$ cat config.mk
export PLATFORM = sky130hd
export DESIGN_NAME = first_fit_run_allocator_flat
export DESIGN_NICKNAME = d
export VERILOG_FILES = /design/src/design/ffra_pkg.sv /design/src/design/ffra_req_if.sv /design/src/design/ffra_rsp_if.sv /design/src/design/ffra_datapath.sv /design/src/design/ffra_ctrl.sv /design/src/design/first_fit_run_allocator.sv /design/src/flat_wrapper.sv
export SDC_FILE = /design/constraint.sdc
export NUM_CORES = 1
export LEC_CHECK = 0
export BUFFER_PORTS_ARGS = -buffer_cell sky130_fd_sc_hd__buf_2
export CAP_MARGIN = 10
export CORE_ASPECT_RATIO = 0.7
export CORE_UTILIZATION = 40
export CTS_CLUSTER_SIZE = 14
export DETAILED_ROUTE_END_ITERATION = 16
export PLACE_DENSITY = 0.62
export SYNTH_ARGS = -nofsm -noshare
export SYNTH_HDL_FRONTEND = slang
export SYNTH_SLANG_ARGS = --single-unit
export TNS_END_PERCENT = 50
$ cat constraint.sdc
create_clock -name clock -period 8.66 [get_ports clock]
set_clock_uncertainty 0.2 [all_clocks]
set_input_delay 0 -clock clock [delete_from_list [all_inputs] [get_ports clock]]
set_output_delay 0 -clock clock [all_outputs]
set_load 0.05 [all_outputs]
$ cat src/design/ffra_pkg.sv
// ffra_pkg: grid sizes, field widths, mode and status codes and the
// controller/datapath command and status structs of the run allocator.
// No dependencies.
`default_nettype none
package ffra_pkg;

   localparam int NUM_ROWS = 16;
   localparam int NUM_COLS = 16;
   localparam int MAX_RUN  = 4;

   localparam int MODE_W   = 2;
   localparam int LEN_W    = 3;
   localparam int IDX_W    = 4;
   localparam int STATUS_W = 2;
   localparam int ROW_W    = 16;

   // row address width inside the grid, at least one bit
   localparam int ROW_AW = (NUM_ROWS > 1) ? $clog2(NUM_ROWS) : 1;

   // columns that exist; bits above stay zero
   localparam logic [ROW_W-1:0] COL_MASK = ROW_W'((33'd1 << NUM_COLS) - 33'd1);

   typedef enum logic [MODE_W-1:0] {
      MODE_CLEAR = 2'd0,
      MODE_READ  = 2'd1,
      MODE_RUN   = 2'd2,
      MODE_SLOT  = 2'd3
   } mode_type;

   typedef enum logic [STATUS_W-1:0] {
      ST_OK      = 2'd0,
      ST_BAD_LEN = 2'd1,
      ST_NO_FIT  = 2'd2,
      ST_RANGE   = 2'd3
   } status_type;

   // which fields a result carries besides its status
   typedef enum logic [1:0] {
      KIND_NONE = 2'd0,
      KIND_BITS = 2'd1,
      KIND_SLOT = 2'd2,
      KIND_RUN  = 2'd3
   } kind_type;

   typedef struct packed {
      logic       load_item;
      logic       clear_grid;
      logic       claim_slot;
      logic       claim_run;
      logic       scan_start;
      logic       scan_next;
      logic       emit;
      status_type emit_status;
      kind_type   emit_kind;
   } dp_cmd_type;

   typedef struct packed {
      mode_type mode;
      logic     len_bad;
      logic     len_too_long;
      logic     row_bad;
      logic     col_bad;
      logic     slot_taken;
      logic     row_fit;
      logic     last_row;
      logic     out_free;
   } dp_status_type;

endpackage
`default_nettype wire

$ cat src/design/ffra_req_if.sv
// ffra_req_if: request channel of the run allocator, valid/ready plus payload.
// Depends on ffra_pkg for field widths.
`default_nettype none
interface ffra_req_if;
   import ffra_pkg::*;

   logic              valid;
   logic              ready;
   logic [MODE_W-1:0] mode;
   logic [LEN_W-1:0]  run_length;
   logic [IDX_W-1:0]  row_index;
   logic [IDX_W-1:0]  col_index;

   modport source (output valid, mode, run_length, row_index, col_index, input ready);
   modport sink   (input valid, mode, run_length, row_index, col_index, output ready);
endinterface
`default_nettype wire

$ cat src/design/ffra_rsp_if.sv
// ffra_rsp_if: response channel of the run allocator, valid/ready plus payload.
// Depends on ffra_pkg for field widths.
`default_nettype none
interface ffra_rsp_if;
   import ffra_pkg::*;

   logic                valid;
   logic                ready;
   logic [STATUS_W-1:0] status;
   logic [IDX_W-1:0]    found_row;
   logic [IDX_W-1:0]    found_col;
   logic [ROW_W-1:0]    row_bits;

   modport source (output valid, status, found_row, found_col, row_bits, input ready);
   modport sink   (input valid, status, found_row, found_col, row_bits, output ready);
endinterface
`default_nettype wire

$ cat src/design/ffra_datapath.sv
// ffra_datapath: occupancy grid, latched request, row scan counter, run
// match logic and the response register. Depends on ffra_pkg.
`default_nettype none
module ffra_datapath
   import ffra_pkg::*;
(
   input  wire logic                clock,
   input  wire logic                reset,
   input  wire dp_cmd_type          cmd,
   output      dp_status_type       st,
   input  wire logic [MODE_W-1:0]   req_mode,
   input  wire logic [LEN_W-1:0]    req_run_length,
   input  wire logic [IDX_W-1:0]    req_row_index,
   input  wire logic [IDX_W-1:0]    req_col_index,
   output      logic                rsp_valid,
   input  wire logic                rsp_ready,
   output      logic [STATUS_W-1:0] rsp_status,
   output      logic [IDX_W-1:0]    rsp_found_row,
   output      logic [IDX_W-1:0]    rsp_found_col,
   output      logic [ROW_W-1:0]    rsp_row_bits
);

   logic [ROW_W-1:0]    grid_ff [NUM_ROWS];
   logic [ROW_W-1:0]    grid_in [NUM_ROWS];
   mode_type            mode_ff, mode_in;
   logic [LEN_W-1:0]    len_ff, len_in;
   logic [IDX_W-1:0]    row_idx_ff, row_idx_in;
   logic [IDX_W-1:0]    col_idx_ff, col_idx_in;
   logic [ROW_AW-1:0]   row_ctr_ff, row_ctr_in;
   logic                rsp_valid_ff, rsp_valid_in;
   logic [STATUS_W-1:0] rsp_status_ff, rsp_status_in;
   logic [IDX_W-1:0]    rsp_row_ff, rsp_row_in;
   logic [IDX_W-1:0]    rsp_col_ff, rsp_col_in;
   logic [ROW_W-1:0]    rsp_bits_ff, rsp_bits_in;

   logic [ROW_W-1:0]    word_rd;
   logic [ROW_W-1:0]    slot_mask;
   logic [ROW_W-1:0]    run_mask;
   logic [ROW_W-1:0]    fit_mask;
   logic [ROW_W-1:0]    fit_vec;
   logic [IDX_W-1:0]    fit_col;

   assign word_rd   = grid_ff[row_ctr_ff];
   assign slot_mask = ROW_W'(1) << col_idx_ff;
   assign run_mask  = ~({ROW_W{1'b1}} << len_ff);

   // one match bit per start column, lowest match wins
   always_comb begin
      fit_vec = '0;
      for (int c = 0; c < ROW_W; c++) begin
         fit_vec[c] = ((5'(c) + 5'(len_ff)) <= 5'(NUM_COLS)) &&
                      ((word_rd & (run_mask << c)) == '0);
      end
      fit_col = '0;
      for (int c = ROW_W - 1; c >= 0; c--) begin
         if (fit_vec[c]) begin
            fit_col = IDX_W'(c);
         end
      end
   end
   assign fit_mask = run_mask << fit_col;

   always_comb begin
      grid_in    = grid_ff;
      mode_in    = mode_ff;
      len_in     = len_ff;
      row_idx_in = row_idx_ff;
      col_idx_in = col_idx_ff;
      row_ctr_in = row_ctr_ff;

      if (cmd.load_item) begin
         mode_in    = mode_type'(req_mode);
         len_in     = req_run_length;
         row_idx_in = req_row_index;
         col_idx_in = req_col_index;
         row_ctr_in = req_row_index[ROW_AW-1:0];
      end
      if (cmd.scan_start) begin
         row_ctr_in = '0;
      end
      if (cmd.scan_next) begin
         row_ctr_in = row_ctr_ff + ROW_AW'(1);
      end
      if (cmd.clear_grid) begin
         for (int r = 0; r < NUM_ROWS; r++) begin
            grid_in[r] = '0;
         end
      end
      if (cmd.claim_slot) begin
         grid_in[row_ctr_ff] = (word_rd | slot_mask) & COL_MASK;
      end
      if (cmd.claim_run) begin
         grid_in[row_ctr_ff] = (word_rd | fit_mask) & COL_MASK;
      end
   end

   always_comb begin
      rsp_valid_in  = rsp_valid_ff && !rsp_ready;
      rsp_status_in = rsp_status_ff;
      rsp_row_in    = rsp_row_ff;
      rsp_col_in    = rsp_col_ff;
      rsp_bits_in   = rsp_bits_ff;
      if (cmd.emit) begin
         rsp_valid_in  = 1'b1;
         rsp_status_in = cmd.emit_status;
         rsp_row_in    = '0;
         rsp_col_in    = '0;
         rsp_bits_in   = '0;
         case (cmd.emit_kind)
            KIND_BITS: begin
               rsp_bits_in = word_rd & COL_MASK;
            end
            KIND_SLOT: begin
               rsp_row_in = row_idx_ff;
               rsp_col_in = col_idx_ff;
            end
            KIND_RUN: begin
               rsp_row_in = IDX_W'(row_ctr_ff);
               rsp_col_in = fit_col;
            end
            default: begin
               rsp_row_in = '0;
            end
         endcase
      end
   end

   always_ff @(posedge clock) begin
      if (reset) begin
         for (int r = 0; r < NUM_ROWS; r++) begin
            grid_ff[r] <= '0;
         end
         rsp_valid_ff <= 1'b0;
         row_ctr_ff   <= '0;
      end else begin
         grid_ff      <= grid_in;
         rsp_valid_ff <= rsp_valid_in;
         row_ctr_ff   <= row_ctr_in;
      end
      mode_ff       <= mode_in;
      len_ff        <= len_in;
      row_idx_ff    <= row_idx_in;
      col_idx_ff    <= col_idx_in;
      rsp_status_ff <= rsp_status_in;
      rsp_row_ff    <= rsp_row_in;
      rsp_col_ff    <= rsp_col_in;
      rsp_bits_ff   <= rsp_bits_in;
   end

   assign st.mode         = mode_ff;
   assign st.len_bad      = (len_ff == '0) || (len_ff > LEN_W'(MAX_RUN));
   assign st.len_too_long = 5'(len_ff) > 5'(NUM_COLS);
   assign st.row_bad      = 5'(row_idx_ff) >= 5'(NUM_ROWS);
   assign st.col_bad      = 5'(col_idx_ff) >= 5'(NUM_COLS);
   assign st.slot_taken   = (word_rd & slot_mask) != '0;
   assign st.row_fit      = fit_vec != '0;
   assign st.last_row     = row_ctr_ff == ROW_AW'(NUM_ROWS - 1);
   assign st.out_free     = !rsp_valid_ff || rsp_ready;

   assign rsp_valid     = rsp_valid_ff;
   assign rsp_status    = rsp_status_ff;
   assign rsp_found_row = rsp_row_ff;
   assign rsp_found_col = rsp_col_ff;
   assign rsp_row_bits  = rsp_bits_ff;

endmodule
`default_nettype wire

$ cat src/design/ffra_ctrl.sv
// ffra_ctrl: sequencer of the run allocator; decodes the latched mode and
// steps the row scan. Depends on ffra_pkg.
`default_nettype none
module ffra_ctrl
   import ffra_pkg::*;
(
   input  wire logic          clock,
   input  wire logic          reset,
   input  wire logic          req_valid,
   output      logic          req_ready,
   input  wire dp_status_type st,
   output      dp_cmd_type    cmd
);

   typedef enum logic [2:0] {
      S_IDLE = 3'b001,
      S_EXEC = 3'b010,
      S_SCAN = 3'b100
   } state_type;

   state_type state_ff, state_in;

   assign req_ready = state_ff == S_IDLE;

   always_comb begin
      state_in        = state_ff;
      cmd             = '0;
      cmd.emit_status = ST_OK;
      cmd.emit_kind   = KIND_NONE;
      case (state_ff)
         S_IDLE: begin
            if (req_valid) begin
               cmd.load_item = 1'b1;
               state_in      = S_EXEC;
            end
         end
         S_EXEC: begin
            case (st.mode)
               MODE_CLEAR: begin
                  if (st.out_free) begin
                     cmd.clear_grid = 1'b1;
                     cmd.emit       = 1'b1;
                     state_in       = S_IDLE;
                  end
               end
               MODE_READ: begin
                  if (st.out_free) begin
                     cmd.emit        = 1'b1;
                     cmd.emit_status = st.row_bad ? ST_RANGE : ST_OK;
                     cmd.emit_kind   = st.row_bad ? KIND_NONE : KIND_BITS;
                     state_in        = S_IDLE;
                  end
               end
               MODE_RUN: begin
                  if (st.len_bad || st.len_too_long) begin
                     if (st.out_free) begin
                        cmd.emit        = 1'b1;
                        cmd.emit_status = st.len_bad ? ST_BAD_LEN : ST_NO_FIT;
                        state_in        = S_IDLE;
                     end
                  end else begin
                     cmd.scan_start = 1'b1;
                     state_in       = S_SCAN;
                  end
               end
               MODE_SLOT: begin
                  if (st.out_free) begin
                     cmd.emit = 1'b1;
                     state_in = S_IDLE;
                     if (st.row_bad || st.col_bad) begin
                        cmd.emit_status = ST_RANGE;
                     end else if (st.slot_taken) begin
                        cmd.emit_status = ST_NO_FIT;
                     end else begin
                        cmd.claim_slot = 1'b1;
                        cmd.emit_kind  = KIND_SLOT;
                     end
                  end
               end
               default: begin
                  state_in = S_IDLE;
               end
            endcase
         end
         S_SCAN: begin
            // a stalled result holds the scan on the current row, nothing written
            if (st.row_fit) begin
               if (st.out_free) begin
                  cmd.claim_run = 1'b1;
                  cmd.emit      = 1'b1;
                  cmd.emit_kind = KIND_RUN;
                  state_in      = S_IDLE;
               end
            end else if (st.last_row) begin
               if (st.out_free) begin
                  cmd.emit        = 1'b1;
                  cmd.emit_status = ST_NO_FIT;
                  state_in        = S_IDLE;
               end
            end else begin
               cmd.scan_next = 1'b1;
            end
         end
         default: begin
            state_in = S_IDLE;
         end
      endcase
   end

   always_ff @(posedge clock) begin
      if (reset) begin
         state_ff <= S_IDLE;
      end else begin
         state_ff <= state_in;
      end
   end

endmodule
`default_nettype wire

$ cat src/design/first_fit_run_allocator.sv
// first_fit_run_allocator: top level, joins the sequencer and the datapath.
// Depends on ffra_pkg, ffra_req_if, ffra_rsp_if, ffra_ctrl, ffra_datapath.
//
//   channel   dir  fields
//   req_chan  in   mode, run_length, row_index, col_index
//   rsp_chan  out  status, found_row, found_col, row_bits
//
// clear, read and single-slot claim latch the request, then act and register the result
// a run search looks at 1 to NUM_ROWS rows in the row scan, which starts at row 0,
// tests one row word per cycle until a hit or the last row and writes back on a hit
// one request at a time; a new request is taken while a result waits
// a waiting result stalls the final step until the response register frees
// synchronous reset empties the grid and the response register
`default_nettype none
module first_fit_run_allocator
   import ffra_pkg::*;
(
   input  wire logic clock,
   input  wire logic reset,
   ffra_req_if.sink   req_chan,
   ffra_rsp_if.source rsp_chan
);

   dp_cmd_type    cmd;
   dp_status_type st;

   ffra_ctrl u_ctrl (
      .clock     (clock),
      .reset     (reset),
      .req_valid (req_chan.valid),
      .req_ready (req_chan.ready),
      .st        (st),
      .cmd       (cmd)
   );

   ffra_datapath u_datapath (
      .clock          (clock),
      .reset          (reset),
      .cmd            (cmd),
      .st             (st),
      .req_mode       (req_chan.mode),
      .req_run_length (req_chan.run_length),
      .req_row_index  (req_chan.row_index),
      .req_col_index  (req_chan.col_index),
      .rsp_valid      (rsp_chan.valid),
      .rsp_ready      (rsp_chan.ready),
      .rsp_status     (rsp_chan.status),
      .rsp_found_row  (rsp_chan.found_row),
      .rsp_found_col  (rsp_chan.found_col),
      .rsp_row_bits   (rsp_chan.row_bits)
   );

endmodule
`default_nettype wire

$ cat src/flat_wrapper.sv
// flat-port wrapper written by rule: the top's interface ports become plain ports
module first_fit_run_allocator_flat import ffra_pkg::*;
  (clock, reset, req_chan_valid, req_chan_mode, req_chan_run_length, req_chan_row_index, req_chan_col_index, req_chan_ready, rsp_chan_valid, rsp_chan_status, rsp_chan_found_row, rsp_chan_found_col, rsp_chan_row_bits, rsp_chan_ready);
  ffra_req_if req_chan_i ();
  ffra_rsp_if rsp_chan_i ();
  input  wire logic clock;
  input  wire logic reset;
  input wire logic [$bits(req_chan_i.valid)-1:0] req_chan_valid;
  input wire logic [$bits(req_chan_i.mode)-1:0] req_chan_mode;
  input wire logic [$bits(req_chan_i.run_length)-1:0] req_chan_run_length;
  input wire logic [$bits(req_chan_i.row_index)-1:0] req_chan_row_index;
  input wire logic [$bits(req_chan_i.col_index)-1:0] req_chan_col_index;
  output wire logic [$bits(req_chan_i.ready)-1:0] req_chan_ready;
  output wire logic [$bits(rsp_chan_i.valid)-1:0] rsp_chan_valid;
  output wire logic [$bits(rsp_chan_i.status)-1:0] rsp_chan_status;
  output wire logic [$bits(rsp_chan_i.found_row)-1:0] rsp_chan_found_row;
  output wire logic [$bits(rsp_chan_i.found_col)-1:0] rsp_chan_found_col;
  output wire logic [$bits(rsp_chan_i.row_bits)-1:0] rsp_chan_row_bits;
  input wire logic [$bits(rsp_chan_i.ready)-1:0] rsp_chan_ready;
  assign req_chan_i.valid = req_chan_valid;
  assign req_chan_i.mode = req_chan_mode;
  assign req_chan_i.run_length = req_chan_run_length;
  assign req_chan_i.row_index = req_chan_row_index;
  assign req_chan_i.col_index = req_chan_col_index;
  assign req_chan_ready = req_chan_i.ready;
  assign rsp_chan_valid = rsp_chan_i.valid;
  assign rsp_chan_status = rsp_chan_i.status;
  assign rsp_chan_found_row = rsp_chan_i.found_row;
  assign rsp_chan_found_col = rsp_chan_i.found_col;
  assign rsp_chan_row_bits = rsp_chan_i.row_bits;
  assign rsp_chan_i.ready = rsp_chan_ready;
  first_fit_run_allocator u_core (.clock(clock), .reset(reset), .req_chan(req_chan_i), .rsp_chan(rsp_chan_i));
endmodule
==> impl_results.rst <==
.. list-table::
   :header-rows: 1

   * - Metric
     - Value
   * - Top area cells in the synthesized netlist
     - sky130_fd_sc_hd__dfxtp_1 (28%), sky130_fd_sc_hd__a211oi_1 (8.1%), sky130_fd_sc_hd__edfxtp_1 (6.3%)
   * - Cell type with the highest occurrence count on the critical path
     - sky130_fd_sc_hd__nor2_1
   * - WP data arrival
     - 7.23 ns
   * - Rows
     - 65
   * - Detailed-route vias per instance
     - 6.84
   * - Power per Cell Area
     - 182 nW/um^2
   * - Type of the most critical hold path
     - in2reg
   * - Total track usage
     - 0.312
   * - Crit-path max cell delay
     - 0.81 ns
   * - Slowest cell on the critical path
     - sky130_fd_sc_hd__dfxtp_4
   * - Final Hold Violating Endpoints
     - 0
   * - Ys flop type
     - sky130_fd_sc_hd__dfxtp_1
   * - Worst-case clock buffer depth
     - 3
   * - Fraction of synthesized cell area taken by the top area cell type
     - 0.283
   * - Type of origin of the critical path
     - register
   * - DRC marker count from the first detailed-route iteration
     - 2797
   * - Cell taking the most area after synthesis
     - sky130_fd_sc_hd__dfxtp_1
   * - Remaining global-route overflow
     - 0
   * - Ports
     - 45
   * - Per-cell routed wire length
     - 27.5 um
   * - Worst slew pin tran
     - 1.23 ns
   * - Residual DRC
     - 0
   * - Compound-cell area share of the yosys netlist
     - 0.303
   * - Num CTS Buffers
     - 30
   * - Tightest hold margin
     - 0.0847 ns
   * - Full die area
     - 47500 sq um
   * - Number of warnings printed during yosys synthesis
     - 0
   * - Core outline area
     - 45500 sq um
   * - Clock slew at the register clock pins of the worst setup and hold paths
     - 0.06 ns
   * - Vias after detailed routing
     - 19.0k
   * - Ordered cell list for the critical path
     - buf_4 > nor2_1 > a22oi_1 > a21oi_1 > nor2_1 > a2111o_1 > or4b_1 > or4b_4 > nor4b_4 > and2_1 > a2bb2oi_1 > nor3_2 > buf_4 > nor2_1 > nor2_1 > dlygate4sd3_1
   * - Post-route minimum period
     - 6.93 ns
   * - XOR/XNOR share of the synthesized area
     - 0
   * - Portion of the post-synthesis area used by sequential elements
     - 0.346
   * - Leakage dissipation
     - 0.00621 uW
   * - Starting density of the core
     - 0.409
   * - Commonest cells after routing, fill and taps aside
     - sky130_fd_sc_hd__nor2_1 (266), sky130_fd_sc_hd__dfxtp_1 (261), sky130_fd_sc_hd__a211oi_1 (201), sky130_fd_sc_hd__nand3_1 (198), sky130_fd_sc_hd__o21ai_0 (181)
   * - Area grow syn2layout
     - 8.48%
   * - Max cap viols
     - 0
   * - Area of the mapped netlist
     - 18600 sq um
   * - Portion of the clock cycle consumed by the worst path in the final layout
     - 0.800
   * - Worst-skew pair later-pin latency
     - 0.63 ns
   * - Max frequency
     - 144 MHz
   * - Maximum number of pins on one net before global-route repair
     - 196
   * - Routed wire length
     - 76200 um
   * - Routability congestion estimate from global placement
     - 1.00
   * - Largest driver fanout on the critical path
     - 36
   * - DP Wirelength
     - 49300 um
   * - Post-route standard cell area excluding fillers
     - 20200 sq um
   * - Slew Limit Fails
     - 0
   * - Critical path required time
     - 8.96 ns
   * - Async set-or-reset flop fraction in the synthesized netlist
     - 0
   * - Vias in the first global route
     - 17.4k
   * - Number of setup buffers added after CTS
     - 0
   * - Antenna violations before repair
     - 0
   * - Max rail drop VDD
     - 0.159 mV
   * - TritonRoute pass-1 iters
     - 7
   * - Synthesized flop and latch total
     - 303
   * - Unrepaired setup endpoints after global routing
     - no
   * - Main combinational cell family by area after synthesis
     - compound AO/OA/AOI/OAI gates
   * - Category of the critical setup timing path
     - reg2reg
   * - Number of enable-type register cells in the synthesized netlist
     - 39
   * - Sum of negative setup slack
     - 0 ns
   * - Share of final-layout standard cells stronger than drive strength 1
     - 0.127
   * - Syn_area_per_cell
     - 8.38 sq um
   * - Cell area after placement
     - 18900 sq um
   * - Post-cts sizing count
     - 0
   * - Rel. slew slack
     - 0.178
   * - Synth Net Count
     - 2252
   * - Height of the die
     - 183 um
   * - Count of endpoints failing setup in the final report
     - 0
   * - Quantity of I/O buffers inserted on ports
     - 44
   * - Synthesized-area fraction occupied by and/or/nand/nor cells
     - 0.184
   * - Adder-cell share of the synthesized area
     - 0.00604
   * - Distinct cells, synth
     - 100
   * - N_diodes
     - 0
   * - Die width
     - 260 um
   * - Number of sinks driven by the clock tree
     - 303
   * - Critical Path Sink Type
     - register
   * - Routed Antenna Nets
     - 0
   * - Final cell utilization of the core
     - 0.444
   * - Post-layout nets
     - 2171
   * - Most common cell after layout, fill and taps aside
     - sky130_fd_sc_hd__nor2_1
   * - Clk root buf
     - sky130_fd_sc_hd__clkbuf_16
   * - H-Tree Level Count
     - 1
   * - Fraction of synthesized area in multiplexers
     - 0.0881
   * - Number of cells produced by synthesis
     - 2226
   * - Status
     - finished clean
   * - First-pass GRT wire length
     - 113000 um
   * - Hold buffer count at CTS
     - 30
   * - CTS tree
     - built
## power breakdown
group	switching [uW]	internal [uW]
clock	626	695
combinational	669	232
sequential	34.4	1430
## logic make-up (layout without fill, tap and decap cells)
kind of cell | Yosys count | count (layout)
compound gates | 776 | 776
simple gates | 730 | 730
flops | 303 | 303
buf+inv | 280 | 223
mux | 128 | 128
fa+ha+maj | 9 | 9
## final timing paths
check                                                from                                   endpoint  cells past startpoint  slack, ns
max          u_core.u_datapath.row_ctr_ff[1]$_SDFFE_PP0P_     u_core.u_datapath.rsp_valid$_SDFF_PP0_                     16       1.74
min                                        req_chan_valid     u_core.u_ctrl.state_ff[0]$_SDFFE_PP1P_                      4       0.08
max reg2reg  u_core.u_datapath.row_ctr_ff[1]$_SDFFE_PP0P_     u_core.u_datapath.rsp_valid$_SDFF_PP0_                     16       1.74
min reg2reg     u_core.u_datapath.grid_ff[230]$_SDFF_PP0_  u_core.u_datapath.grid_ff[230]$_SDFF_PP0_                      2       0.30
## area by class of cell
cell class,count,area [sq um]
well taps,603,754
fillers,4455,25300
flip-flops and latches,303,6460
multi-input cells,1643,10900
clock buffers,36,803
inverters,22,82.6
repair buffers,145,1080
clock inverters,20,156
## registers in the layout, summed over array words and instances (netlist names), 4 cells and up
| name | cells |
|---|---|
| u_core.u_datapath.grid_ff | 256 |
| u_core.u_datapath.rsp_found_row | 4 |
| u_core.u_datapath.col_idx_ff | 4 |
| u_core.u_datapath.rsp_row_bits | 16 |
| u_core.u_datapath.rsp_found_col | 4 |
| u_core.u_datapath.row_idx_ff | 4 |
| u_core.u_datapath.row_ctr_ff | 4 |
## critical path: cells and delay by family (launching register included)
| kind | cells | cell delay, ns |
|---|---|---|
| AO/OA/AOI/OAI | 4 | 1.60 |
| buffers and inverters | 3 | 1.31 |
| flip-flops | 1 | 0.81 |
| AND/OR/NAND/NOR | 9 | 2.83 |
## metrics by stage
| step | power [uW] | cells | setup WS, ns |
|---|---|---|---|
| CTS | 3650 | 2770 | 1.95 |
| global route | 3790 | 2772 | 1.50 |
| detailed placement | 2350 | 2684 | 2.09 |
| global placement | 2350 | 2684 | 2.16 |
| finish | 3690 | 2772 | 1.74 |
| floorplan | 2070 | 2226 | 3.18 |
## Yosys cell counts (all sizes together), types with 11 or more instances
master and count:
o21ai 187, o21a 17, a221oi 22, a211oi 211, o31ai 25, o211ai 11, a31oi 39, nor3 16
buf 92, inv 22, nand3 199, clkbuf 166, a22oi 44, a21oi 54, a311oi 85, and2 15
nor2 271, and3 26, nor2b 14, mux2i 96, nand2 125, a22o 13, mux4 27, nand4 30
edfxtp 39, dfxtp 264
## metal layers
| metal | vias up | GRT usage | wire, um |
|---|---|---|---|
| li1 | 8320 | - | - |
| met1 | 9251 | 0.467 | 33400 |
| met2 | 1229 | 0.432 | 30900 |
| met3 | 155 | 0.0818 | 9780 |
| met4 | 0 | 0.0845 | 2180 |
| met5 | - | 0 | 0 |
(Power assumes the default switching activity.)
